### src/hdl/adam_pkg.sv
// Shared types and constants of the Adam update core.
// Used by adam_front, adam_back, adam_div and adam_optimizer_update_core.
`default_nettype none

package adam_pkg;

    localparam int IDX_W = 12;
    localparam int VAL_W = 32;
    localparam int CFG_IDX_W = 3;

    // One in Q1.32
    localparam logic [32:0] ONE_Q32 = 33'h1_0000_0000;

    // Register indexes of the configuration port
    localparam logic [CFG_IDX_W-1:0] CFG_LEARNING_RATE = 3'd0;
    localparam logic [CFG_IDX_W-1:0] CFG_BETA_FIRST    = 3'd1;
    localparam logic [CFG_IDX_W-1:0] CFG_BETA_SECOND   = 3'd2;
    localparam logic [CFG_IDX_W-1:0] CFG_DECAY_FACTOR  = 3'd3;
    localparam logic [CFG_IDX_W-1:0] CFG_EPSILON_TERM  = 3'd4;

    // Operation codes of an input word
    localparam logic OP_UPDATE = 1'b0;
    localparam logic OP_RESET  = 1'b1;

    typedef struct packed {
        logic                    is_reset;
        logic                    last;
        logic [IDX_W-1:0]        index;
        logic signed [VAL_W-1:0] grad;
        logic signed [VAL_W-1:0] param;
    } t_cmd;

    typedef struct packed {
        logic [31:0] lr;
        logic [31:0] b1;
        logic [31:0] b2;
        logic [31:0] decay;
        logic [31:0] eps;
    } t_cfg;

    typedef struct packed {
        logic        start;
        logic [32:0] rem;
        logic [31:0] low;
        logic [32:0] divisor;
    } t_div_req;

    typedef struct packed {
        logic        busy;
        logic        done;
        logic        ovf;
        logic [31:0] quot;
    } t_div_rsp;

endpackage

`default_nettype wire

### src/hdl/adam_front.sv
// Input side: accepts words, classifies them and queues them two deep.
// Depends on adam_pkg (t_cmd).
`default_nettype none

module adam_front (
    input  wire logic                        i_clk,
    input  wire logic                        i_rst_n,
    input  wire logic                        i_in_valid,
    output logic                             o_in_stall,
    input  wire logic                        i_operation,
    input  wire logic [adam_pkg::IDX_W-1:0]  i_element_index,
    input  wire logic signed [adam_pkg::VAL_W-1:0] i_gradient,
    input  wire logic signed [adam_pkg::VAL_W-1:0] i_param_value,
    input  wire logic                        i_last_in_step,
    input  wire logic                        i_hold,
    output adam_pkg::t_cmd                   o_cmd,
    output logic                             o_cmd_valid,
    input  wire logic                        i_cmd_pop
);

    adam_pkg::t_cmd r_q [2];
    logic           r_wp;
    logic           r_rp;
    logic [1:0]     r_cnt;

    logic w_push;
    logic w_pop;

    assign o_in_stall  = (r_cnt == 2'd2) || i_hold;
    assign w_push      = i_in_valid && !o_in_stall;
    assign o_cmd_valid = (r_cnt != 2'd0);
    assign w_pop       = i_cmd_pop && o_cmd_valid;
    assign o_cmd       = r_q[r_rp];

    always_ff @(posedge i_clk) begin
        if (w_push) begin
            r_q[r_wp] <= '{is_reset: (i_operation == adam_pkg::OP_RESET),
                           last:     i_last_in_step,
                           index:    i_element_index,
                           grad:     i_gradient,
                           param:    i_param_value};
        end
    end

    always_ff @(posedge i_clk) begin
        if (!i_rst_n) begin
            r_wp  <= 1'b0;
            r_rp  <= 1'b0;
            r_cnt <= 2'd0;
        end else begin
            if (w_push) r_wp <= !r_wp;
            if (w_pop)  r_rp <= !r_rp;
            r_cnt <= r_cnt + {1'b0, w_push} - {1'b0, w_pop};
        end
    end

endmodule

`default_nettype wire

### config.mk
export PLATFORM = sky130hd
export DESIGN_NAME = adam_front
export DESIGN_NICKNAME = d
export VERILOG_FILES = /design/src/hdl/adam_pkg.sv /design/src/hdl/adam_front.sv
export SDC_FILE = /design/constraint.sdc
export NUM_CORES = 1
export LEC_CHECK = 0
export ABC_CLOCK_PERIOD_IN_PS = 9200
export BUFFER_PORTS_ARGS = -buffer_cell sky130_fd_sc_hd__buf_2
export CORE_UTILIZATION = 30
export CTS_CLUSTER_SIZE = 16
export DETAILED_ROUTE_END_ITERATION = 8
export PLACE_DENSITY = 0.48
export SYNTH_ARGS = -nofsm -noshare
export SYNTH_HDL_FRONTEND = slang
export SYNTH_SLANG_ARGS = --single-unit
export TNS_END_PERCENT = 100
### constraint.sdc
create_clock -name i_clk -period 9.2 [get_ports i_clk]
set_input_delay 0 -clock i_clk [delete_from_list [all_inputs] [get_ports i_clk]]
set_output_delay 0 -clock i_clk [all_outputs]
set_load 0.1 [all_outputs]
==> run_results.csv <==
group,metric,value,unit
clock_tree,cts_root_buf,"clkbuf_16",
logic_synthesis,synth_area,5950,um2
power_and_ir_drop,power_frac_seq,34.7,%
worst_setup_path,worstSetupEndpointType,"flop",
floorplan,start_util,30.6,%
cells_and_area,final_cell_mix,"162 x buf_2, 156 x edfxtp_1, 79 x dlygate4sd3_1",
timing,grt_setup_unrepaired,"false",
clock_tree,numCtsBuffers,17,
routing,routed_via_density,4.08,
timing,fin_crit_sh,30.5,%
routing,wl_met3,797,um
worst_setup_path,worstPathMaxFanout,40,
logic_synthesis,syn_inst,269,
timing,setup_slack,6.39,ns
timing,fmax,356,MHz
hold_path,hold_depth,4,
floorplan,io_pins,163,
cells_and_area,nets,608,
clock_tree,cts.path.max_buffers,2,
floorplan,die_area,20400,um2
clock_tree,cts_tree,"built",
power_and_ir_drop,pwr_density_cell,306,nW/um2
worst_setup_path,worst_path_dominant_cell_family,"simple AND/OR/NAND/NOR gates",
timing,finalHoldViolations,0,
placement,dp_slack,6.28,ns
routing,remaining_drc_errors,0,
placement,port_buffers,162,
cells_and_area,nFillCells,1782,
clock_tree,numClockSinks,161,
hold_path,hp-class,"in2reg",
worst_setup_path,crit_type,"reg2reg",
logic_synthesis,ys_seq_area_share,80.4,%
floorplan,die_y,143,um
power_and_ir_drop,irDropWorstVdd,0.156,mV
worst_setup_path,cp.arrival,2.86,ns
outcome,status,"finished clean",
timing,setup_viol,0,
timing,slew-limit-headroom,16.4,%
global_routing,antenna_found_initial,0,
logic_synthesis,yosysWarnings,0,
global_routing,overflow,0,
logic_synthesis,ys_ff_latch,161,
cells_and_area,final_common_cell,"buf_2",
routing,wl_met1,5010,um
clock_tree,clk-insertion-delay-late,0.42,ns
timing,worst_slew_pin_slew,1.25,ns
worst_setup_path,r2r_cells,4,
power_and_ir_drop,p_int,1530,uW
cells_and_area,final_area,8470,um2
power_and_ir_drop,power_switching,1070,uW
power_and_ir_drop,power.share.switching,41.1,%
cells_and_area,seq_area,4790,um2
logic_synthesis,synth.area.top_cells,"edfxtp_1 79%, mux2_2 11%, mux2_4 5.0%",
floorplan,core,19500,um2
floorplan,num_rows,51,
logic_synthesis,synth.top_cell.area_share,78.7,%
routing,routed.top_layer,"met4",
cells_and_area,multi_input_area,1100,um2
hold_path,hold_start,"i_cmd_pop",
worst_setup_path,worst_path_max_delay_cell,"nor2_4",
timing,finalSetupTns,0,ns
routing,dr_total_vias,3270,
logic_synthesis,synth_nets,354,
global_routing,grt_max_degree,44,
cells_and_area,n_antenna_cell,0,
cells_and_area,final_layout_size_suffix_gt1_share,51.7,%
cells_and_area,syn_to_final_growth,42.4,%
global_routing,grt_pass1_vias,3404,
global_routing,grtUsageTotal,11.5,%
power_and_ir_drop,power.leakage,0.00317,uW
clock_tree,clk_pin_slew,0.06,ns
logic_synthesis,ys_types,18,
power_and_ir_drop,clkPwrFrac,28.3,%
global_routing,grt_first_pass_wirelength,17200,um
placement,gp_congestion,0.665,
job,maxCapViolCount,0,
routing,firstDrtPassIters,4,
floorplan,die_width,143,um
timing,fin_crit,2.81,ns
routing,routed_wl,11300,um
worst_setup_path,startpoint_type,"flop",
clock_tree,cts_setup_buffers,0,
cells_and_area,utilization,43.5,%
worst_setup_path,cp_cell_sequence,"nand2b_1, nand3b_1, nor2_4, buf_4",
worst_setup_path,cp.required,9.25,ns
worst_setup_path,worstReg2RegEnd,"r_q[0][54]",
timing,fin_worst_skew,0.0111,ns
worst_setup_path,path_buf_inv,1,
routing,wl_per_cell,14.1,um
timing,maxSlewViolCount,0,
placement,postPlaceCellArea,7060,um2
routing,ant_nets,0,
logic_synthesis,yosysTopAreaCell,"edfxtp_1",
worst_setup_path,slowest_delay,1.02,ns
logic_synthesis,synth_area_per_cell,22.1,um2
routing,drt_iter0_drc,110,
power_and_ir_drop,combinationalPowerShare,37.0,%
placement,hpwl,6820,um
routing,met2WireLength,5350,um
worst_setup_path,ff2ff_setup_slack,6.39,ns
worst_setup_path,reg2reg_from,"r_cnt[0]",
clock_tree,htreeDepth,4,
state kept, by name, indices dropped and copies added (netlist names), named ones only:
register	count
r_q	156
r_cnt	2
r_rp	1
r_wp	1
cells by family after synthesis:
logic type | count (synthesis) | synth area share (%)
and+or+nand+nor | 12 | 1.11
DFF | 161 | 80.4
adders and majority gates | 2 | 0.420
AOI/OAI and AO/OA | 1 | 0.126
buffers and inverters | 11 | 1.30
muxes | 79 | 16.2
xor gates and xnor gates | 3 | 0.442
area by class of cell:
class | count | area share (%)
sequential | 161 | 56.5
timing repair buffer | 244 | 19.2
multi-input combinational | 97 | 13.0
clock buffer | 19 | 5.11
tap | 265 | 3.91
clock inverter | 13 | 2.17
inverter | 2 | 0.0886
power groups by stage:
stage | clock network (uW) | registers, uW | logic [uW]
after floorplan | 0 | 895 | 839
after global placement | 0 | 913 | 940
after detailed placement | 0 | 917 | 941
after CTS | 752 | 901 | 970
after global routing | 786 | 906 | 992
final | 735 | 899 | 959
synthesized netlist by cell type (all sizes together):
cell    number
and2         2
buf          9
dfxtp        5
edfxtp     156
ha           2
inv          2
mux2        78
mux2i        1
nand2        2
nand2b       2
nand3b       1
nor2         2
nor2b        2
o21a         1
or2          1
xnor2        3
stage by stage:
| stage | instances | hold WS (ns) | total power [uW] |
|---|---|---|---|
| 2_1_floorplan | 269 | 0.0989 | 1730 |
| 3_3_place_gp | 690 | 0.188 | 1850 |
| 3_5_place_dp | 690 | 0.191 | 1860 |
| 4_1_cts | 801 | 0.0227 | 2620 |
| 5_1_grt | 801 | 0.0703 | 2680 |
| 6_report | 801 | 0.0376 | 2590 |
what timing repair did:
| item | in CTS | in global routing |
|---|---|---|
| endpoints found under the setup margin | 0 | 0 |
| hold buffers | 79 | 0 |
| gates resized for setup | 0 | 0 |
| hold endpoints to repair | 161 | 0 |
worst min-delay path: cells and delay by family:
family	cells	cell delay, ns
AOI/OAI and AO/OA	1	0.16
xor gates and xnor gates	1	0.09
buffers and inverters	1	0.08
and+or+nand+nor	1	0.09
routing by layer:
| metal | GRT usage [%] | vias up |
|---|---|---|
| met4 | 4.75 | 0 |
| met3 | 4.73 | 12 |
| met5 | 0 | - |
| li1 | - | 1561 |
| met1 | 13.8 | 1591 |
| met2 | 18.1 | 106 |
worst max path at each step:
stage,startpoint,endpoint,slack [ns],cells past startpoint
4_1_cts,r_cnt[0],r_q[1][67],6.26,4
3_5_place_dp,r_cnt[0],r_q[1][29],6.28,4
6_report,r_cnt[0],r_q[0][54],6.39,4
5_1_grt,r_cnt[0],r_q[1][67],6.16,4
2_1_floorplan,r_cnt[0],r_q[0][0],4.79,3
3_3_place_gp,r_cnt[0],r_q[0][54],6.40,4
(Power assumes the default switching activity.)
