File: src/hdl/adam_pkg.sv
// Shared types and constants of the Adam update core.
// Used by adam_front, adam_back, adam_div and adam_optimizer_update_core.
`default_nettype none

package adam_pkg;

    localparam int IDX_W = 12;
    localparam int VAL_W = 32;
    localparam int CFG_IDX_W = 3;

    // One in Q1.32
    localparam logic [32:0] ONE_Q32 = 33'h1_0000_0000;

    // Register indexes of the configuration port
    localparam logic [CFG_IDX_W-1:0] CFG_LEARNING_RATE = 3'd0;
    localparam logic [CFG_IDX_W-1:0] CFG_BETA_FIRST    = 3'd1;
    localparam logic [CFG_IDX_W-1:0] CFG_BETA_SECOND   = 3'd2;
    localparam logic [CFG_IDX_W-1:0] CFG_DECAY_FACTOR  = 3'd3;
    localparam logic [CFG_IDX_W-1:0] CFG_EPSILON_TERM  = 3'd4;

    // Operation codes of an input word
    localparam logic OP_UPDATE = 1'b0;
    localparam logic OP_RESET  = 1'b1;

    typedef struct packed {
        logic                    is_reset;
        logic                    last;
        logic [IDX_W-1:0]        index;
        logic signed [VAL_W-1:0] grad;
        logic signed [VAL_W-1:0] param;
    } t_cmd;

    typedef struct packed {
        logic [31:0] lr;
        logic [31:0] b1;
        logic [31:0] b2;
        logic [31:0] decay;
        logic [31:0] eps;
    } t_cfg;

    typedef struct packed {
        logic        start;
        logic [32:0] rem;
        logic [31:0] low;
        logic [32:0] divisor;
    } t_div_req;

    typedef struct packed {
        logic        busy;
        logic        done;
        logic        ovf;
        logic [31:0] quot;
    } t_div_rsp;

endpackage

`default_nettype wire

File: src/hdl/adam_div.sv
// Shared restoring divider, one quotient bit per cycle, 32-bit quotient.
// Depends on adam_pkg (request and response structs).
`default_nettype none

module adam_div (
    input  wire logic              i_clk,
    input  wire logic              i_rst_n,
    input  wire adam_pkg::t_div_req i_req,
    output adam_pkg::t_div_rsp     o_rsp
);

    logic        r_busy;
    logic        r_done;
    logic        r_ovf;
    logic [4:0]  r_cnt;
    logic [32:0] r_rem;
    logic [31:0] r_low;
    logic [32:0] r_div;
    logic [31:0] r_quot;

    logic [33:0] w_trial;
    logic        w_ge;
    logic [33:0] w_diff;

    assign w_trial = {r_rem, r_low[31]};
    assign w_ge    = w_trial >= {1'b0, r_div};
    assign w_diff  = w_trial - {1'b0, r_div};

    always_ff @(posedge i_clk) begin
        if (!i_rst_n) begin
            r_busy <= 1'b0;
            r_done <= 1'b0;
            r_ovf  <= 1'b0;
            r_cnt  <= '0;
        end else begin
            r_done <= 1'b0;
            if (i_req.start) begin
                r_rem  <= i_req.rem;
                r_low  <= i_req.low;
                r_div  <= i_req.divisor;
                r_cnt  <= '0;
                // flag a quotient that would not fit 32 bits; done still comes
                // after the full 32 steps
                r_ovf  <= (i_req.rem >= i_req.divisor);
                r_busy <= 1'b1;
            end else if (r_busy) begin
                r_rem  <= w_ge ? w_diff[32:0] : w_trial[32:0];
                r_quot <= {r_quot[30:0], w_ge};
                r_low  <= {r_low[30:0], 1'b0};
                r_cnt  <= r_cnt + 5'd1;
                if (r_cnt == 5'd31) begin
                    r_busy <= 1'b0;
                    r_done <= 1'b1;
                end
            end
        end
    end

    assign o_rsp = '{busy: r_busy, done: r_done, ovf: r_ovf, quot: r_quot};

endmodule

`default_nettype wire

File: config.mk
export PLATFORM = sky130hd
export DESIGN_NAME = adam_div
export DESIGN_NICKNAME = d
export VERILOG_FILES = /design/src/hdl/adam_pkg.sv /design/src/hdl/adam_div.sv
export SDC_FILE = /design/constraint.sdc
export NUM_CORES = 1
export LEC_CHECK = 0
export BUFFER_PORTS_ARGS = -buffer_cell sky130_fd_sc_hd__buf_2
export CAP_MARGIN = 40
export CELL_PAD_IN_SITES_DETAIL_PLACEMENT = 2
export CELL_PAD_IN_SITES_GLOBAL_PLACEMENT = 2
export CORE_MARGIN = 2
export CORE_UTILIZATION = 37
export CTS_CLUSTER_SIZE = 8
export DETAILED_ROUTE_END_ITERATION = 16
export PLACE_DENSITY = 0.87
export SYNTH_ARGS = -nofsm -noshare
export SYNTH_HDL_FRONTEND = slang
export SYNTH_SLANG_ARGS = --single-unit
File: constraint.sdc
create_clock -name i_clk -period 3.8 [get_ports i_clk]
set_input_delay 0.76 -clock i_clk [delete_from_list [all_inputs] [get_ports i_clk]]
set_output_delay 0.76 -clock i_clk [all_outputs]
set_load 0.03 [all_outputs]
==> results of run 1 <==
[final timing paths]
kind,start,to
min reg2reg,r_quot[12]$_DFFE_PP_,r_quot[13]$_DFFE_PP_
max,r_low[31]$_DFFE_PP_,r_rem[0]$_DFFE_PP_
min,r_quot[12]$_DFFE_PP_,r_quot[13]$_DFFE_PP_
max reg2reg,r_low[31]$_DFFE_PP_,r_rem[0]$_DFFE_PP_
[final cells by class]
cell class	instances	area, um2
diodes	1	2.502
clock buffers	18	429.2
clock inverters	14	126.4
fillers	2210	11520
inverters	81	309.0
multi-input cells	473	3455
flip-flops and latches	138	4064
well taps	275	344.1
repair buffers	147	773.2
[metal layers]
metal / vias up / GRT usage [%]
met4: 2 / 8.443
li1: 2917 / -
met5: - / 0
met1: 3217 / 27.80
met2: 164 / 43.32
met3: 54 / 4.970
[metrics by stage]
stage	utilization, %	instances	hold WS (ns)	cell area (um2)
3_3_place_gp	42.42	1112	0.4220	8917
5_1_grt	45.19	1146	0.4662	9500
4_1_cts	45.06	1144	0.4548	9473
6_report	45.21	1147	0.4468	9503
2_1_floorplan	-	717	0.4672	7941
3_5_place_dp	42.42	1112	0.4323	8917
[placed cells by master, fill, tap and decap left out, types with 4 or more instances in the layout]
master | Yosys | final
inv_1 | 79 | 79
nand4_1 | 14 | 14
dfxtp_1 | 8 | 8
a211oi_1 | 5 | 5
mux2_2 | 32 | 32
o21bai_1 | 6 | 6
o211ai_1 | 6 | 6
edfxtp_1 | 130 | 130
and2_1 | 6 | 6
a21o_1 | 25 | 25
clkbuf_16 | 0 | 17
xor2_1 | 10 | 10
a221o_1 | 4 | 4
nand2_1 | 58 | 58
nand3_1 | 14 | 14
o21ai_0 | 25 | 25
mux2i_1 | 7 | 7
buf_4 | 3 | 10
a2bb2oi_1 | 4 | 4
buf_2 | 8 | 135
o21a_1 | 7 | 6
and3_1 | 10 | 10
inv_6 | 0 | 7
ha_1 | 68 | 68
a21oi_1 | 41 | 41
a31oi_1 | 23 | 23
nor2_1 | 48 | 47
a21boi_0 | 4 | 4
xnor2_1 | 11 | 11
[power groups by stage]
stage / clock, mW / sequential [mW] / combinational (mW)
2_1_floorplan: 0 / 1.86 / 0.638
3_3_place_gp: 0 / 1.85 / 0.890
3_5_place_dp: 0 / 1.86 / 0.954
4_1_cts: 1.65 / 1.83 / 0.982
5_1_grt: 1.71 / 1.84 / 1.09
6_report: 1.63 / 1.83 / 0.994
[flip-flops by register name, summed over array words and instances (netlist names)]
signal / count
r_busy: 1
r_low: 32
r_cnt: 5
r_ovf: 1
r_div: 33
r_rem: 33
r_quot: 32
r_done: 1
[cells by family (layout without fill, tap and decap cells)]
family	Yosys count	after routing	share of synthesized area, %
AOI/OAI and AO/OA	173	173	14.54
xor gates and xnor gates	21	21	2.316
adders and majority gates	69	69	10.97
buffers and inverters	106	260	5.373
DFF	138	138	51.17
muxes	39	39	5.420
other	0	1	0
and+or+nand+nor	171	171	10.21
[what timing repair did]
action	CTS	global route
setup buffers	0	2
gates resized for setup	0	5
hold buffers	0	0
hold endpoints to repair	0	0
setup endpoints to repair	0	19
[critical path: stages, from the launching register on]
cell and delay, ns:
edfxtp_1 0.38, inv_1 0.12, ha_1 0.20, inv_1 0.07, fa_1 0.45, a211oi_2 0.28
o21bai_1 0.18, nand4_1 0.18, o2111ai_1 0.18, and2_1 0.22, o21a_1 0.22, a211oi_4 0.21
buf_4 0.17, buf_6 0.18, mux2i_1 0.09, mux2_2 0.27
==> flow_summary_export.csv, run 1 <==
group,metric,value,unit
run_status,status,"completed",
power_and_ir_drop,irDropWorstVdd,0.2351,mV
detailed_routing,drc_errors,0,
synthesis,syn_inst,717,
detailed_routing,met2_length,14110,um
synthesis,synthArstFlopShare,0,%
synthesis,ys_ff_latch,138,
floorplanning,dieHeight,150.5,um
synthesis,synth_edf_count,130,
cts,cts_buffer_depth,2,
cts,clockRootBuffer,"clkbuf_16",
cts,htree_levels,4,
detailed_routing,routed_wl,26260,um
detailed_routing,antenna_left,0,
cells_and_area,finalNetCount,1028,
timing,setup_viol_count_final,0,
synthesis,synth-main-ff-cell,"edfxtp_1",
power_and_ir_drop,comb_power_share,22.3,%
worst_hold_path,worstHoldPathCells,0,
timing,slew_headroom,52.48,%
timing,finClkSkew,0.01603,ns
detailed_routing,num_vias,6354,
grt,track_usage,23.89,%
grt,grt_max_degree,35,
critical_path,crit_arrival,3.85,ns
detailed_routing,wl_met3,1019,um
synthesis,postSynthAreaPerCell,11.08,um2
synthesis,yosysSeqAreaShare,51.17,%
critical_path,worst-setup-path-type,"reg -> reg",
synthesis,synth_top_area_share,49.16,%
power_and_ir_drop,power_density,469.4,mW/mm2
job,max_cap_violations,0,
power_and_ir_drop,seqPwrFrac,41.1,%
floorplanning,die_w,150.5,um
critical_path,cp_max_fo,16,
floorplanning,initial_core_util,37.78,%
timing,finalHoldViolCount,0,
placement,gp_congestion,0.7868,
detailed_routing,routedWlPerCell,22.90,um
detailed_routing,first_pass_iters,4,
power_and_ir_drop,switching_share,32.03,%
synthesis,yosysWarnings,0,
cells_and_area,drive_gt1_share,25.26,%
placement,place_ws,0.1760,ns
power_and_ir_drop,switchingPower,1.428,mW
grt,grt_pass1_wl,40650,um
synthesis,netlist_area,0.007941,mm2
cts,cts_inserted_buffers,17,
critical_path,cp.required,3.99,ns
synthesis,synthTopCellsByCount,"130 x edfxtp_1, 79 x inv_1, 68 x ha_1, 58 x nand2_1, 48 x nor2_1",
worst_hold_path,hold_path_class,"reg -> reg",
placement,hpwl,19090,um
cts,cts_tree,"done",
timing,period_needed,3.658,ns
timing,clock.fmax,0.2733,GHz
synthesis,ys_top_cells_by_area,"edfxtp_1 49%, ha_1 11%, mux2_2 4.5%",
cts,clk_latency,0.44,ns
timing,fin_setup_tns,0,ns
power_and_ir_drop,power.internal,3.032,mW
detailed_routing,routed.top_layer,"met5",
power_and_ir_drop,p_leak,4.123,nW
critical_path,r2r_slack,0.14,ns
timing,post-route-period-util,96.28,%
detailed_routing,drtIter0Drc,316,
timing,rsz0062_at_grt,"false",
timing,tightest_slew,0.7067,ns
cells_and_area,syn_to_final_growth,19.66,%
critical_path,startpoint_type,"flop",
critical_path,worstSetupEndpointType,"flop",
floorplanning,core.rowCount,53,
floorplanning,dieArea,0.02265,mm2
critical_path,reg2reg_depth,15,
power_and_ir_drop,pwr-share-clk,36.6,%
grt,grt_pass1_vias,7126,
synthesis,synth.distinct_cells,58,
floorplanning,design.core.area,0.02102,mm2
synthesis,syn_nets,887,
detailed_routing,wl_met1,10420,um
grt,grt-ovfl-total,0,
cts,cts_sinks,138,
placement,port_buffers,135,
synthesis,yosysMostFrequentCell,"edfxtp_1",
floorplanning,pin_count,136,
detailed_routing,via_per_inst,5.540,
cts,clkTransAtPathRegs,0.07,ns
power_and_ir_drop,p_total,4.460,mW
grt,antenna_found_initial,1,
synthesis,synth_top_area_cell,"edfxtp_1",
timing,final_max_slew_viol_count,0,
timing,fin_ws,0.1415,ns
Note: power is estimated with default switching activity, not from simulation.
==> run 2, diff against run 1 <==
--- a/config.mk
+++ b/config.mk
@@ -13,6 +13,7 @@
 export CORE_UTILIZATION = 37
 export CTS_CLUSTER_SIZE = 8
 export DETAILED_ROUTE_END_ITERATION = 16
+export MAX_ROUTING_LAYER = met4
 export PLACE_DENSITY = 0.87
 export SYNTH_ARGS = -nofsm -noshare
 export SYNTH_HDL_FRONTEND = slang
==> flow_summary_export.csv, run 2 (synthesis results as in run 1) <==
group,metric,value,unit
critical_path,crit_chain,"inv_1, ha_1, inv_1, fa_1, a211oi_2, o21bai_1, nand4_1, o2111ai_1, and2_1, o21a_1, a211oi_4, buf_4, buf_6, mux2i_1, mux2_2",
timing,setup_viol_count_final,0,
cells_and_area,final_cell_area,0.009508,mm2
job,max_cap_violations,0,
worst_hold_path,worstHoldStart,"r_quot[4]$_DFFE_PP_",
grt,grt_pass1_wl,40600,um
cells_and_area,finalNetCount,1029,
detailed_routing,drc_errors,0,
placement,gp_congestion,0.7978,
run_status,status,"completed",
critical_path,crit_path_top_delay_cell,"fa_1",
grt,grt-ovfl-total,0,
floorplanning,initial_core_util,37.78,%
placement,placed_area,0.008917,mm2
cts,htree_levels,4,
critical_path,r2r_slack,0.13,ns
critical_path,timing.rr.end,"r_rem[0]$_DFFE_PP_",
placement,port_buffers,135,
detailed_routing,via_per_inst,5.531,
worst_hold_path,hold_path_end,"r_quot[5]$_DFFE_PP_",
critical_path,cp_num_buf_inv,4,
cells_and_area,fillers,2217,
cells_and_area,drive_gt1_share,25.34,%
detailed_routing,num_vias,6355,
cts,cts_inserted_buffers,17,
timing,finClkSkew,0.01777,ns
power_and_ir_drop,irDropWorstVdd,0.2297,mV
critical_path,crit_arrival,3.85,ns
floorplanning,dieHeight,150.5,um
timing,post-route-period-util,96.59,%
timing,rsz0062_at_grt,"false",
critical_path,worst-setup-path-type,"reg -> reg",
floorplanning,die_w,150.5,um
cts,clkTransAtPathRegs,0.07,ns
cts,cts_tree,"done",
cts,clk_latency,0.44,ns
critical_path,startpoint_type,"flop",
cells_and_area,final_common_cell,"buf_2",
placement,hpwl,19090,um
timing,fin_setup_tns,0,ns
floorplanning,design.core.area,0.02102,mm2
cts,cts_hold_buf,0,
cells_and_area,final_cell_mix,"136 x buf_2, 130 x edfxtp_1, 79 x inv_1, 68 x ha_1, 58 x nand2_1",
critical_path,reg2reg_depth,15,
timing,final_max_slew_viol_count,0,
floorplanning,pin_count,136,
grt,grt_max_degree,35,
timing,slew_headroom,51.18,%
detailed_routing,antenna_left,0,
timing,period_needed,3.670,ns
floorplanning,core.rowCount,53,
grt,track_usage,24.59,%
detailed_routing,routed_wl,26250,um
detailed_routing,first_pass_iters,4,
worst_hold_path,worstHoldPathCells,0,
worst_hold_path,hold_path_class,"reg -> reg",
grt,grt_pass1_vias,7126,
critical_path,cp_max_fo,7,
placement,place_ws,0.1760,ns
cts,cts_sinks,138,
timing,clock.fmax,0.2725,GHz
detailed_routing,drtIter0Drc,342,
power_and_ir_drop,power_density,469.1,mW/mm2
timing,finalHoldViolCount,0,
grt,antenna_found_initial,1,
cells_and_area,syn_to_final_growth,19.73,%
detailed_routing,routedWlPerCell,22.84,um
timing,fin_ws,0.1296,ns
cells_and_area,reg.largest.list,"r_div: 33 flops, r_rem: 33 flops",
critical_path,path_common_cell,"inv_1",
critical_path,worstSetupEndpointType,"flop",
timing,hold_ws,0.4463,ns
critical_path,cp.required,3.98,ns
cts,cts_buffer_depth,2,
timing,tightest_slew,0.7262,ns
critical_path,r2r_start,"r_low[31]$_DFFE_PP_",
critical_path,cp_top_family,"compound AO/OA/AOI/OAI gates",
critical_path,critPathMaxStageDelay,0.45,ns
cts,clockRootBuffer,"clkbuf_16",
floorplanning,dieArea,0.02265,mm2
power_and_ir_drop,p_leak,4.127,nW
## run 2: changes by cell type in the layout (fill, tap and decap cells not counted)
| cell | delta |
|---|---|
| diode_2 | +1 |
| inv_6 | -1 |
| inv_4 | +1 |
| buf_2 | +1 |
## run 2: where the power goes
group | switching [mW] | leakage [nW] | internal (mW)
sequential | 0.0494 | 1.28 | 1.78
combinational | 0.610 | 2.58 | 0.387
clock | 0.767 | 0.265 | 0.863
total | 1.43 | 4.13 | 3.03
## run 2: repair_timing
action | CTS | global route
setup endpoints to repair | 0 | 19
gates resized for setup | 0 | 4
setup buffers | 0 | 2
endpoints found under the hold margin | 0 | 0
## run 2: worst max path at each step
stage / cells past startpoint / slack (ns) / to / startpoint
after floorplan: 4 / 0.25 / r_low[0]$_SDFFCE_PN0P_ / i_req[98]
after global placement: 14 / 0.49 / r_rem[2]$_DFFE_PP_ / r_low[31]$_DFFE_PP_
after detailed placement: 14 / 0.18 / r_rem[31]$_DFFE_PP_ / r_low[31]$_DFFE_PP_
after CTS: 14 / 0.04 / r_rem[31]$_DFFE_PP_ / r_low[31]$_DFFE_PP_
after global routing: 15 / 0.03 / r_rem[31]$_DFFE_PP_ / r_low[31]$_DFFE_PP_
final: 15 / 0.13 / r_rem[0]$_DFFE_PP_ / r_low[31]$_DFFE_PP_
## run 2: cell type report
cell class                 instances  area, um2  share of cell area [%]
antenna                            2      5.005                 0.05264
tap                              275      344.1                   3.619
inverter                          81      306.5                   3.224
clock inverter                    14      126.4                   1.329
multi-input combinational        473       3455                   36.33
clock buffer                      18      429.2                   4.514
sequential                       138       4064                   42.74
timing repair buffer             148      778.2                   8.185
## run 2: layer usage
| layer | GRT usage, % | wire length, um |
|---|---|---|
| met1 | 27.51 | 10510 |
| met2 | 43.70 | 14080 |
| met3 | 4.818 | 1099 |
| met4 | 8.585 | 554 |
| met5 | - | 0 |
## run 2: metrics by stage
stage	total power, mW	cells	utilization, %
2_1_floorplan	2.496	717	-
4_1_cts	4.465	1144	45.06
3_5_place_dp	2.818	1112	42.42
6_report	4.460	1149	45.23
3_3_place_gp	2.743	1112	42.42
5_1_grt	4.653	1148	45.22
